--- src/hw/rtl/chp_pkg.sv ---
// chp_pkg: shared types and constants of the chained hash pair set
// field widths, operation and status codes, controller states, command/status bundles
// no dependencies
package chp_pkg;

  // word field widths
  localparam int FUNC_W   = 2;
  localparam int KEY_W    = 16;
  localparam int VALUE_W  = 16;
  localparam int STATUS_W = 2;
  localparam int BIDX_W   = 4;

  // key bits folded into the bucket remainder per cycle
  localparam int DIG        = 4;
  localparam int MOD_CYCLES = KEY_W / DIG;
  localparam int MOD_CNT_W  = $clog2(MOD_CYCLES);

  // operation codes
  localparam logic [FUNC_W-1:0] FUNC_INSERT = 2'd0;
  localparam logic [FUNC_W-1:0] FUNC_FIND   = 2'd1;
  localparam logic [FUNC_W-1:0] FUNC_REMOVE = 2'd2;

  // status codes
  localparam logic [STATUS_W-1:0] STAT_DONE     = 2'd0;
  localparam logic [STATUS_W-1:0] STAT_DUP      = 2'd1;
  localparam logic [STATUS_W-1:0] STAT_NOTFOUND = 2'd2;
  localparam logic [STATUS_W-1:0] STAT_FULL     = 2'd3;

  // one stored slot
  typedef struct packed {
    logic               valid;
    logic [KEY_W-1:0]   key;
    logic [VALUE_W-1:0] value;
  } slot_t;

  // controller states
  typedef enum logic [2:0] {
    S_CLEAR,
    S_IDLE,
    S_MOD,
    S_BASE,
    S_SCAN,
    S_COMMIT
  } ctrl_state_t;

  // controller to datapath commands
  typedef struct packed {
    logic clear;
    logic load;
    logic mod_step;
    logic base;
    logic scan;
    logic commit;
  } cmd_t;

  // datapath to controller status
  typedef struct packed {
    logic clr_last;
    logic mod_last;
    logic scan_last;
  } sts_t;

endpackage

--- src/hw/rtl/chp_if.sv ---
// chp_req_if, chp_rsp_if: valid/ready channels of the chained hash pair set
// depends on chp_pkg for field widths
interface chp_req_if;
  import chp_pkg::*;

  logic               valid;
  logic               ready;
  logic [FUNC_W-1:0]  func;
  logic [KEY_W-1:0]   pair_key;
  logic [VALUE_W-1:0] pair_value;

  modport source (output valid, output func, output pair_key, output pair_value,
                  input ready);
  modport sink   (input valid, input func, input pair_key, input pair_value,
                  output ready);
endinterface

interface chp_rsp_if;
  import chp_pkg::*;

  logic                valid;
  logic                ready;
  logic [STATUS_W-1:0] status;
  logic [BIDX_W-1:0]   bucket_index;

  modport source (output valid, output status, output bucket_index, input ready);
  modport sink   (input valid, input status, input bucket_index, output ready);
endinterface

--- src/hw/rtl/chp_ctrl.sv ---
// chp_ctrl: sequencing state machine of the chained hash pair set
// depends on chp_pkg; drives datapath commands and the result word valid flag
module chp_ctrl (
  input  logic          clk,
  input  logic          rst,
  input  logic          in_valid,
  output logic          in_ready,
  input  logic          out_ready,
  output logic          out_valid,
  input  chp_pkg::sts_t sts,
  output chp_pkg::cmd_t cmd
);
  import chp_pkg::*;

  ctrl_state_t state;
  ctrl_state_t state_next;
  logic        out_free;

  // result register can take a new word
  assign out_free = !out_valid || out_ready;

  // state register
  always_ff @(posedge clk) begin
    if (rst) begin
      state <= S_CLEAR;
    end else begin
      state <= state_next;
    end
  end

  // next state
  always_comb begin
    state_next = state;
    unique case (state)
      S_CLEAR:  if (sts.clr_last) state_next = S_IDLE;
      S_IDLE:   if (in_valid) state_next = S_MOD;
      S_MOD:    if (sts.mod_last) state_next = S_BASE;
      S_BASE:   state_next = S_SCAN;
      S_SCAN:   if (sts.scan_last) state_next = S_COMMIT;
      S_COMMIT: if (out_free) state_next = S_IDLE;
      default:  state_next = S_CLEAR;
    endcase
  end

  // outputs
  always_comb begin
    cmd          = '0;
    in_ready     = 1'b0;
    unique case (state)
      S_CLEAR:  cmd.clear = 1'b1;
      S_IDLE: begin
        in_ready = 1'b1;
        cmd.load = in_valid;
      end
      S_MOD:    cmd.mod_step = 1'b1;
      S_BASE:   cmd.base = 1'b1;
      S_SCAN:   cmd.scan = 1'b1;
      S_COMMIT: cmd.commit = out_free;
      default:  cmd = '0;
    endcase
  end

  // result word valid flag
  always_ff @(posedge clk) begin
    if (rst) begin
      out_valid <= 1'b0;
    end else if (cmd.commit) begin
      out_valid <= 1'b1;
    end else if (out_ready) begin
      out_valid <= 1'b0;
    end
  end

endmodule

--- src/hw/rtl/chp_dp.sv ---
// chp_dp: datapath of the chained hash pair set
// depends on chp_pkg; holds the slot memory, bucket remainder unit, scan trackers
// and the result register
module chp_dp #(
  parameter int BUCKETS = 16,
  parameter int SLOTS   = 8
) (
  input  logic                          clk,
  input  logic                          rst,
  input  chp_pkg::cmd_t                 cmd,
  output chp_pkg::sts_t                 sts,
  input  logic [chp_pkg::FUNC_W-1:0]    func,
  input  logic [chp_pkg::KEY_W-1:0]     pair_key,
  input  logic [chp_pkg::VALUE_W-1:0]   pair_value,
  output logic [chp_pkg::STATUS_W-1:0]  status,
  output logic [chp_pkg::BIDX_W-1:0]    bucket_index
);
  import chp_pkg::*;

  localparam int DEPTH = BUCKETS * SLOTS;
  localparam int AW    = $clog2(DEPTH);
  localparam int BW    = $clog2(BUCKETS);
  localparam int RW    = BW + 1;
  localparam int SW    = (SLOTS > 1) ? $clog2(SLOTS) : 1;
  localparam int SCW   = $clog2(SLOTS + 1);
  localparam int BXW   = BW + BIDX_W;

  // item registers
  logic [FUNC_W-1:0]  func_q;
  logic [KEY_W-1:0]   key_q;
  logic [VALUE_W-1:0] value_q;

  // bucket remainder unit
  logic [KEY_W-1:0]     key_sh;
  logic [BW-1:0]        rem;
  logic [BW-1:0]        rem_next;
  logic [MOD_CNT_W-1:0] mod_cnt;
  logic [BW-1:0]        r_tmp;
  logic [RW-1:0]        w_tmp;

  // memory and scan
  slot_t          mem [DEPTH];
  slot_t          rd_q;
  logic           rd_en;
  logic [AW-1:0]  rd_addr;
  logic           rd_vld;
  logic [SW-1:0]  rd_slot;
  logic [AW-1:0]  base;
  logic [SCW-1:0] iss_cnt;
  logic [AW-1:0]  clr_addr;
  logic           hit_found;
  logic [SW-1:0]  hit_slot;
  logic           free_found;
  logic [SW-1:0]  free_slot;
  logic           rd_match;

  // commit decision
  logic                wr_en;
  logic [AW-1:0]       wr_addr;
  slot_t               wr_data;
  logic                do_write;
  logic [SW-1:0]       wr_slot;
  slot_t               new_slot;
  logic [STATUS_W-1:0] status_next;
  logic [BXW-1:0]      bucket_ext;

  // item capture
  always_ff @(posedge clk) begin
    if (cmd.load) begin
      func_q  <= func;
      key_q   <= pair_key;
      value_q <= pair_value;
    end
  end

  // remainder by bucket count, DIG key bits per cycle, restoring steps
  always_comb begin
    r_tmp = rem;
    w_tmp = '0;
    for (int i = 0; i < DIG; i++) begin
      w_tmp = {r_tmp, key_sh[KEY_W-1-i]};
      if (w_tmp >= RW'(BUCKETS)) w_tmp = w_tmp - RW'(BUCKETS);
      r_tmp = w_tmp[BW-1:0];
    end
    rem_next = r_tmp;
  end

  always_ff @(posedge clk) begin
    if (rst) begin
      mod_cnt <= '0;
    end else if (cmd.load) begin
      mod_cnt <= '0;
    end else if (cmd.mod_step) begin
      mod_cnt <= mod_cnt + 1'b1;
    end
  end

  always_ff @(posedge clk) begin
    if (cmd.load) begin
      key_sh <= pair_key;
      rem    <= '0;
    end else if (cmd.mod_step) begin
      key_sh <= key_sh << DIG;
      rem    <= rem_next;
    end
  end

  assign sts.mod_last = (mod_cnt == MOD_CNT_W'(MOD_CYCLES - 1));

  // bucket base address
  always_ff @(posedge clk) begin
    if (cmd.base) begin
      base <= AW'(rem) * AW'(SLOTS);
    end
  end

  // clearing pass counter
  always_ff @(posedge clk) begin
    if (rst) begin
      clr_addr <= '0;
    end else if (cmd.clear) begin
      clr_addr <= clr_addr + 1'b1;
    end
  end

  assign sts.clr_last = (clr_addr == AW'(DEPTH - 1));

  // read issue over the bucket's slots
  assign rd_en   = cmd.scan && (iss_cnt < SCW'(SLOTS));
  assign rd_addr = base + AW'(iss_cnt);

  always_ff @(posedge clk) begin
    if (rst) begin
      iss_cnt <= '0;
      rd_vld  <= 1'b0;
    end else begin
      if (cmd.base) begin
        iss_cnt <= '0;
      end else if (rd_en) begin
        iss_cnt <= iss_cnt + 1'b1;
      end
      rd_vld <= rd_en;
    end
  end

  always_ff @(posedge clk) begin
    if (rd_en) begin
      rd_slot <= iss_cnt[SW-1:0];
    end
  end

  // slot memory, one write port and one registered read port
  always_ff @(posedge clk) begin
    if (wr_en) begin
      mem[wr_addr] <= wr_data;
    end
  end

  always_ff @(posedge clk) begin
    if (rd_en) begin
      rd_q <= mem[rd_addr];
    end
  end

  // exact pair match and first free slot trackers
  assign rd_match = rd_q.valid && (rd_q.key == key_q) && (rd_q.value == value_q);

  always_ff @(posedge clk) begin
    if (rst) begin
      hit_found  <= 1'b0;
      free_found <= 1'b0;
    end else if (cmd.load) begin
      hit_found  <= 1'b0;
      free_found <= 1'b0;
    end else if (rd_vld) begin
      if (rd_match && !hit_found) begin
        hit_found <= 1'b1;
        hit_slot  <= rd_slot;
      end
      if (!rd_q.valid && !free_found) begin
        free_found <= 1'b1;
        free_slot  <= rd_slot;
      end
    end
  end

  assign sts.scan_last = rd_vld && (rd_slot == SW'(SLOTS - 1));

  // commit decision
  always_comb begin
    do_write       = 1'b0;
    wr_slot        = hit_slot;
    new_slot       = '0;
    status_next    = STAT_NOTFOUND;
    unique case (func_q)
      FUNC_INSERT: begin
        if (hit_found) begin
          status_next = STAT_DUP;
        end else if (!free_found) begin
          status_next = STAT_FULL;
        end else begin
          do_write       = 1'b1;
          wr_slot        = free_slot;
          new_slot.valid = 1'b1;
          new_slot.key   = key_q;
          new_slot.value = value_q;
          status_next    = STAT_DONE;
        end
      end
      FUNC_REMOVE: begin
        if (hit_found) begin
          do_write    = 1'b1;
          status_next = STAT_DONE;
        end
      end
      default: begin
        status_next = hit_found ? STAT_DONE : STAT_NOTFOUND;
      end
    endcase
  end

  // write port select: clearing pass or commit
  always_comb begin
    if (cmd.clear) begin
      wr_en   = 1'b1;
      wr_addr = clr_addr;
      wr_data = '0;
    end else begin
      wr_en   = cmd.commit && do_write;
      wr_addr = base + AW'(wr_slot);
      wr_data = new_slot;
    end
  end

  // result register
  assign bucket_ext = BXW'(rem);

  always_ff @(posedge clk) begin
    if (cmd.commit) begin
      status       <= status_next;
      bucket_index <= bucket_ext[BIDX_W-1:0];
    end
  end

endmodule

--- src/hw/rtl/chained_hash_pair_set.sv ---
// chained_hash_pair_set: top level of the hash pair set with bucket chaining
// depends on chp_pkg, chp_req_if/chp_rsp_if, chp_ctrl and chp_dp
//
// Keeps (key, value) pairs in BUCKETS buckets of SLOTS slots; a pair lives in
// bucket key mod BUCKETS. Each request word inserts, finds or removes one exact
// pair (func 3 acts as find) and returns one response word with a status (done,
// duplicate, not found, bucket full) and the low four bits of the bucket number.
// After reset the block clears all BUCKETS*SLOTS slots, one slot per cycle, with
// req.ready low. Each request then passes these steps from accept to the next
// accept: the bucket remainder (four key bits a cycle), the bucket base address,
// the scan of the bucket through the single registered read port of the slot memory,
// a decide step that writes back at most one slot and loads the response register,
// and a return to idle to take the next request. The decide step is held for as long
// as the previous response still waits on rsp.ready. A new request is taken while
// the previous response still waits on rsp.ready.
module chained_hash_pair_set #(
  parameter int BUCKETS = 16,
  parameter int SLOTS   = 8
) (
  input  logic     clk,
  input  logic     rst,
  chp_req_if.sink  req,
  chp_rsp_if.source rsp
);
  import chp_pkg::*;

  cmd_t cmd;
  sts_t sts;

  // sequencing
  chp_ctrl u_ctrl (
    .clk       (clk),
    .rst       (rst),
    .in_valid  (req.valid),
    .in_ready  (req.ready),
    .out_ready (rsp.ready),
    .out_valid (rsp.valid),
    .sts       (sts),
    .cmd       (cmd)
  );

  // storage and arithmetic
  chp_dp #(
    .BUCKETS (BUCKETS),
    .SLOTS   (SLOTS)
  ) u_dp (
    .clk          (clk),
    .rst          (rst),
    .cmd          (cmd),
    .sts          (sts),
    .func         (req.func),
    .pair_key     (req.pair_key),
    .pair_value   (req.pair_value),
    .status       (rsp.status),
    .bucket_index (rsp.bucket_index)
  );

  // commands are mutually exclusive
  a_cmd_onehot: assert property (@(posedge clk) disable iff (rst)
    $onehot0({cmd.clear, cmd.load, cmd.mod_step, cmd.base, cmd.scan, cmd.commit}))
    else $error("more than one datapath command active");

  // a commit never overwrites a response that has not been taken
  a_no_overwrite: assert property (@(posedge clk) disable iff (rst)
    cmd.commit |-> (!rsp.valid || rsp.ready))
    else $error("response register overwritten");

  // a commit always presents a response in the next cycle
  a_commit_resp: assert property (@(posedge clk) disable iff (rst)
    cmd.commit |=> rsp.valid)
    else $error("commit without response");

  // no request is taken during the clearing pass
  a_no_accept_clear: assert property (@(posedge clk) disable iff (rst)
    cmd.clear |-> !req.ready)
    else $error("request accepted during clearing pass");

endmodule

--- src/flat_wrapper.sv ---
// flat-port wrapper written by rule: the top's interface ports become plain ports
module chained_hash_pair_set_flat import chp_pkg::*;
#(
  parameter int BUCKETS = 16,
  parameter int SLOTS   = 8
)
  (clk, rst, req_valid, req_func, req_pair_key, req_pair_value, req_ready, rsp_valid, rsp_status, rsp_bucket_index, rsp_ready);
  chp_req_if req_i ();
  chp_rsp_if rsp_i ();
  input  logic clk;
  input  logic rst;
  input wire logic [$bits(req_i.valid)-1:0] req_valid;
  input wire logic [$bits(req_i.func)-1:0] req_func;
  input wire logic [$bits(req_i.pair_key)-1:0] req_pair_key;
  input wire logic [$bits(req_i.pair_value)-1:0] req_pair_value;
  output wire logic [$bits(req_i.ready)-1:0] req_ready;
  output wire logic [$bits(rsp_i.valid)-1:0] rsp_valid;
  output wire logic [$bits(rsp_i.status)-1:0] rsp_status;
  output wire logic [$bits(rsp_i.bucket_index)-1:0] rsp_bucket_index;
  input wire logic [$bits(rsp_i.ready)-1:0] rsp_ready;
  assign req_i.valid = req_valid;
  assign req_i.func = req_func;
  assign req_i.pair_key = req_pair_key;
  assign req_i.pair_value = req_pair_value;
  assign req_ready = req_i.ready;
  assign rsp_valid = rsp_i.valid;
  assign rsp_status = rsp_i.status;
  assign rsp_bucket_index = rsp_i.bucket_index;
  assign rsp_i.ready = rsp_ready;
  chained_hash_pair_set #(.BUCKETS(BUCKETS), .SLOTS(SLOTS)) u_core (.clk(clk), .rst(rst), .req(req_i), .rsp(rsp_i));
endmodule
--- config.mk ---
export PLATFORM = sky130hd
export DESIGN_NAME = chained_hash_pair_set_flat
export DESIGN_NICKNAME = d
export VERILOG_FILES = /design/src/hw/rtl/chp_pkg.sv /design/src/hw/rtl/chp_if.sv /design/src/hw/rtl/chp_ctrl.sv /design/src/hw/rtl/chp_dp.sv /design/src/hw/rtl/chained_hash_pair_set.sv /design/src/flat_wrapper.sv
export SDC_FILE = /design/constraint.sdc
export NUM_CORES = 2
export LEC_CHECK = 0
export BUFFER_PORTS_ARGS = -buffer_cell sky130_fd_sc_hd__buf_2
export CELL_PAD_IN_SITES_DETAIL_PLACEMENT = 0
export CELL_PAD_IN_SITES_GLOBAL_PLACEMENT = 1
export CORE_MARGIN = 2
export CORE_UTILIZATION = 45
export CTS_CLUSTER_DIAMETER = 80
export CTS_CLUSTER_SIZE = 10
export DETAILED_ROUTE_END_ITERATION = 6
export PLACE_DENSITY_LB_ADDON = 0.15
export SETUP_SLACK_MARGIN = 0.2
export SKIP_CTS_REPAIR_TIMING = 1
export SYNTH_ARGS = -nofsm -noshare
export SYNTH_HDL_FRONTEND = slang
export SYNTH_MEMORY_MAX_BITS = 65536
export SYNTH_SLANG_ARGS = --single-unit
--- constraint.sdc ---
create_clock -name clk -period 4.58 [get_ports clk]
set_clock_uncertainty 0.1 [all_clocks]
set_input_delay 0.687 -clock clk [delete_from_list [all_inputs] [get_ports clk]]
set_output_delay 0.687 -clock clk [all_outputs]
set_load 0.05 [all_outputs]
-- Word-level counts from Yosys, hierarchy flattened
Memories as Yosys holds them, arrays and structs flattened. A register that Yosys moved wholly into a read port is not among the register bits.
Cells that the tools add are included.
W data, S select, Z words.
- word-level logic and storage cells: 115
- input bits: 38
- memory bits (writable): 4224
- output and inout bits: 8
- flip-flop bits (word level): 93
- memories: 1
- reduce and logical (&&, ||, !) cells: 23
- add/subtract/negate cells: 9
- eq/ne operators: 16
- bitwise gates (word level): 2
- order comparisons: 5
- mux-type cells: 40
- memory list (memory ; words ; bits a word ; read ports ; clocked after Yosys merged registers in ; wr ports ; line ; text):
    u_core.u_dp.mem ; 128 ; 33 ; 1 ; 1 ; 1 ; chp_dp.sv:42 ; slot_t mem [DEPTH];
- operators with widths (kind ; count):
    $mux W33 ; 4
    $eq A16 B16 Y1 ; 2
    $mux W16 ; 2
    $mux W3 ; 8
    $ge A5 B5 Y1 const B ; 4
    $pmux W3 S6 ; 1
    $mux W4 ; 4
    $sub A4 B1 Y4 const B ; 4
    $mux W1 ; 15
    $eq A3 B3 Y1 const B ; 3
    $mux W2 ; 4
    $reduce_and A4 Y1 ; 2
    $add A7 B1 Y7 const B ; 1
    $add A7 B3 Y7 ; 1
    $add A7 B4 Y7 ; 1
    $eq A7 B7 Y1 const B ; 1
    $logic_and A1 B1 Y1 ; 7
    $mux W7 ; 1
    $eq A3 B2 Y1 const B ; 2
    $ne A2 B1 Y1 const B ; 3
    $reduce_and A5 Y1 ; 1
    $add A4 B1 Y4 const B ; 1
    $eq A2 B2 Y1 const B ; 2
    $logic_not A1 Y1 ; 4
    12 further kinds ; 17

-- Depth between registers and ports, before layout
- depth in word-level cells: 8
- mapped depth: 9
- gate-level depth less buffers: 7

-- Modules after synthesis
A second synthesis with hierarchy kept.
- cell total of the unflattened synthesis: 9181
- area, all modules: 168376.5 um^2
- modules (own cells, without submodules) (module ; area an instance (um^2) ; instances ; sequential area each (um^2) ; cells each):
    chp_dp ; 168122.5 ; 1 ; 130305.0 ; 9150
    chp_ctrl ; 254.0 ; 1 ; 80.1 ; 31

-- Worst setup path before layout
OpenSTA, ideal clock, no wires.
- kind: register to register
- start: reg u_core.u_ctrl.state[1]
- end: reg u_core.u_dp.iss_cnt[2]
- buffers on the path: 1
- required time: 4364 ps
- period minus slack after synthesis: 4020 ps
- path slack: 560 ps
- data arrival time: 3805 ps
- stages on the path, launching flop included: 7
- cell sequence: dfxtp_1 clkbuf_1 nand2b_1 nor3_1 nand2_1 xor2_1 nor2_1
- word-level cells in the longest chain between the ends: 3
- elaborated cells between the ends (all ways): 6
- classes of those cells: 2 x eq/ne; 2 x mux; 2 x reduce/logical
- ends and longest elaborated chain (item ; line ; text):
    start: declaration ; chp_ctrl.sv:15 ; ctrl_state_t state;
    start signal: assignment ; chp_ctrl.sv:27 ; state <= state_next;
    $eq A3 B3 Y1 ; chp_ctrl.sv:49 ; unique case (state)
    $mux W1 ; chp_ctrl.sv:49 ;
    $logic_and A1 B1 Y1 ; chp_dp.sv:129 ; assign rd_en = cmd.scan && (iss_cnt < SCW'(SLOTS));
    named net u_core.u_dp.rd_en ; chp_dp.sv:44 ; logic rd_en;
    end signal: assignment ; chp_dp.sv:140 ; iss_cnt <= iss_cnt + 1'b1;
    end: declaration ; chp_dp.sv:49 ; logic [SCW-1:0] iss_cnt;
The timed path passes the listed nets, and every way through them passes these cells.
A chain may end at the register's enable or synchronous reset.

-- Worst setup path after layout
- start: reg u_core.u_dp.base[3]
- end: reg u_core.u_dp.rd_q[21] (netlist name)
- word-level cells in the longest chain between the ends: 1
- ends and longest elaborated chain (item ; line ; text):
    start: declaration ; chp_dp.sv:48 ; logic [AW-1:0] base;
    start signal: assignment ; chp_dp.sv:113 ; base <= AW'(rem) * AW'(SLOTS);
    $add A7 B4 Y7 ; chp_dp.sv:130 ; assign rd_addr = base + AW'(iss_cnt);
Every way passes these cells.

==> qor.txt <==
CP cell instances: ha_1 -> ha_1 -> nand2b_4 -> buf_12 -> buf_4 -> a21oi_1 -> o41ai_1 -> buf_4 -> o2111a_1
Tcrit/Tclk final: 0.904
CTS tree: yes
Area of the core: 372000 um^2
Slew Limit Fails: 0
Dpl hpwl: 319 mm
Slowest CP cell: o41ai_1
Slew @ Worst Pin: 1.24 ns
Die H: 616 um
Post-synthesis net count: 9218
DR DRC count: 0
Final Hold Vio Count: 0
Sequential area share after synthesis: 0.774
Number of synthesized flops with an enable pin: 4326
Mapped Area: 168000 um^2
Worst path top cell family by delay: compound AO/OA/AOI/OAI gates
Dpl cells: 14300
WP data arrival: 4.87 ns
Worst R2R Path Depth: 9
Status: complete, no violations
Crit path depth: 9
Initial Util: 0.452
Root buffer cell: clkbuf_16
Syn avg cell area: 18.4 um^2
Achievable Freq: 0.242 GHz
Routed WL: 511 mm
Hold Crit Depth: 4
Inserted Clock Buffers: 474
Tot Pwr: 76.8 mW
Hold_sp: req_valid
Cell Pwr Density: 396 nW/um^2
Initial antenna violation count: 34
Vias/cell: 6.08
Fin util: 0.521
Port Buffer Count: 45
Die Wd: 616 um
Layout fillers: 29300
Asr flop ratio synth: 0
CP Launch Type: register
Setup Crit Path Kind: register to register
Vias in the first global route: 87400
First DRT Iteration DRCs: 11800
Htree depth: 5
Leakage dissipation: 52.9 nW
Gpl congestion: 0.904
Die Area: 379000 um^2
Crit Reg-Reg Endpoint: u_core.u_dp.rd_q[21]$_DFFE_PP_
DR WL/cell: 34.4 um
YS warnings: 0
Cells after synthesis: 9175
Antenna Nets Post-Route: 0
Min-Delay Endpoint: u_core.u_ctrl.state[0]$_SDFFE_PP0P_
Final Non-Filler Cells: 14900
Synthesis-to-layout area growth: 15.2%
Max-slew headroom: 0.164
GRT Total Usage: 0.263
Pre-antenna DRT Iters: 6
Pin count of the biggest net entering global routing: 109
Placed Area: 181000 um^2
Crit path max fanout: 46
Top Ports: 46
Top cell type by total area after synthesis: edfxtp_1
Buffers & Inverters on Critical Path: 3
Ys flop type: edfxtp_1
Synth Register Bits: 4350
Layout Nets: 9837
Vias: 90300
Clock net sink count: 4350
Finished Cell Area: 194000 um^2
Skew-Pair Late Insertion Delay: 1.01 ns
Top post-synthesis cells by count: 4326 x edfxtp_1, 2123 x mux2i_1, 1056 x a22oi_1, 536 x a21oi_1, 293 x clkbuf_1
CP required: 5.31 ns
Reg-to-Reg Start: u_core.u_dp.base[3]$_DFFE_PP_
HP Class: input pin to register
Num rows: 224
Gr ovfl total: 0
Critical Path Sink Type: register
CP max stage delay: 0.80 ns
Crit path time final: 4.14 ns
Worst-path clk slew: 0.06 ns
Share of layout cells above drive strength 1: 0.146
Flop2flop setup slack: 0.44 ns
Global-route wire length before repair: 698 mm
Top-count cell post-synth: edfxtp_1
Setup-failing EPs final: 0
Worst IR Drop VDD: 0.366 mV
Synth cell types: 47
Share of the synthesized area in the top cell type: 0.771
Top post-synthesis cells by area: edfxtp_1 77%, mux2i_1 13%, a22oi_1 4.7%
Unrepaired setup endpoints after global routing: false
Max-Cap Viols: 0
CTS max path bufs: 4
==> power breakdown <==
group	leakage (nW)	switching, mW	internal (mW)	total (mW)
sequential	34.9	0.0415	43.3	43.3
combinational	11.8	0.354	0.105	0.460
clock	6.16	14.6	18.5	33.1
==> how the worst max path moves through the flow <==
| stage | endpoint | from |
|---|---|---|
| after floorplan | u_core.u_dp.iss_cnt[2]$_SDFFE_PP0P_ | u_core.u_ctrl.state[1]$_SDFFE_PP0P_ |
| after global placement | u_core.u_dp.mem[78][19]$_DFFE_PP_ | u_core.u_ctrl.state[0]$_SDFFE_PP0P_ |
| after detailed placement | u_core.u_dp.rd_q[16]$_DFFE_PP_ | u_core.u_dp.base[3]$_DFFE_PP_ |
| after CTS | u_core.u_dp.rd_q[21]$_DFFE_PP_ | u_core.u_dp.base[3]$_DFFE_PP_ |
| after global routing | u_core.u_dp.rd_q[21]$_DFFE_PP_ | u_core.u_dp.base[3]$_DFFE_PP_ |
| final | u_core.u_dp.rd_q[21]$_DFFE_PP_ | u_core.u_dp.base[3]$_DFFE_PP_ |
==> registers in the layout, indices dropped and copies added (netlist names), 4 cells and up <==
| name | cells |
|---|---|
| u_core.u_dp.rem | 4 |
| u_core.u_dp.value_q | 16 |
| u_core.u_dp.mem | 4224 |
| u_core.u_dp.base | 4 |
| u_core.u_dp.clr_addr | 7 |
| u_core.u_dp.key_sh | 16 |
| u_core.u_dp.key_q | 16 |
| u_core.u_dp.bucket_index | 4 |
| u_core.u_dp.iss_cnt | 4 |
| u_core.u_dp.rd_q | 33 |
==> layout by cell type (no fill, tap or decap), drive strengths merged, types with 7 or more instances in the layout <==
cell type,netlist,layout
a21oi,536,536
a22oi,1056,1056
and3,34,34
buf,278,680
clkbuf,294,522
clkinv,0,16
dfxtp,24,24
diode,0,10
dlygate4sd3,0,35
edfxtp,4326,4326
inv,6,16
mux2,12,12
mux2i,2123,2123
nand2,22,22
nand2b,7,7
nand3,25,25
nand4,11,11
nor2,150,150
nor4,36,36
o2111a,33,33
o21ai,9,9
o41ai,101,101
or3,8,8
xnor2,34,34
xor2,7,7
==> cell families (layout without fill, tap and decap cells) <==
logic type | after synthesis | after routing | synth area share
fa+ha+maj | 5 | 5 | 0.000372
buf+inv | 578 | 1271 | 0.0156
other cells | 0 | 10 | 0
xor+xnor | 41 | 41 | 0.00213
mux | 2135 | 2135 | 0.127
simple gates | 322 | 322 | 0.00939
compound gates | 1744 | 1744 | 0.0712
flops | 4350 | 4350 | 0.774
==> layout make-up <==
cell class / count / area [um^2] / area share
clock inverter: 28 / 547 / 0.00282
inverter: 6 / 22.5 / 0.000116
clock buffer: 522 / 12100 / 0.0624
multi-input combinational: 4247 / 37000 / 0.191
sequential: 4350 / 130000 / 0.672
timing repair buffer: 715 / 7760 / 0.0400
antenna: 10 / 25.0 / 0.000129
tap: 4972 / 6220 / 0.0321
==> worst min-delay path, cell delays in order <==
cell and delay [ns]:
buf_2 0.17, mux2i_1 0.09, o21ai_0 0.17, a21oi_1 0.07
==> metrics by stage <==
step | hold WS (ns) | setup TNS [ns] | setup WS [ns]
floorplan | 0.325 | 0 | 0.560
global placement | 0.365 | -1606.64 | -0.965
detailed placement | 0.377 | 0 | 0.535
CTS | -0.310 | 0 | 0.520
global route | 0.176 | 0 | 0.407
finish | 0.172 | 0 | 0.441
==> per-layer routing <==
metal	wire, um	GRT usage	up-vias	part of all wire
li1	-	-	38400	-
met1	214000	0.375	47300	0.42
met2	235000	0.410	3919	0.46
met3	40100	0.0412	715	0.078
met4	20900	0.0964	4	0.041
met5	29	0	-	0.000057
Note: power is estimated with default switching activity, not from simulation.
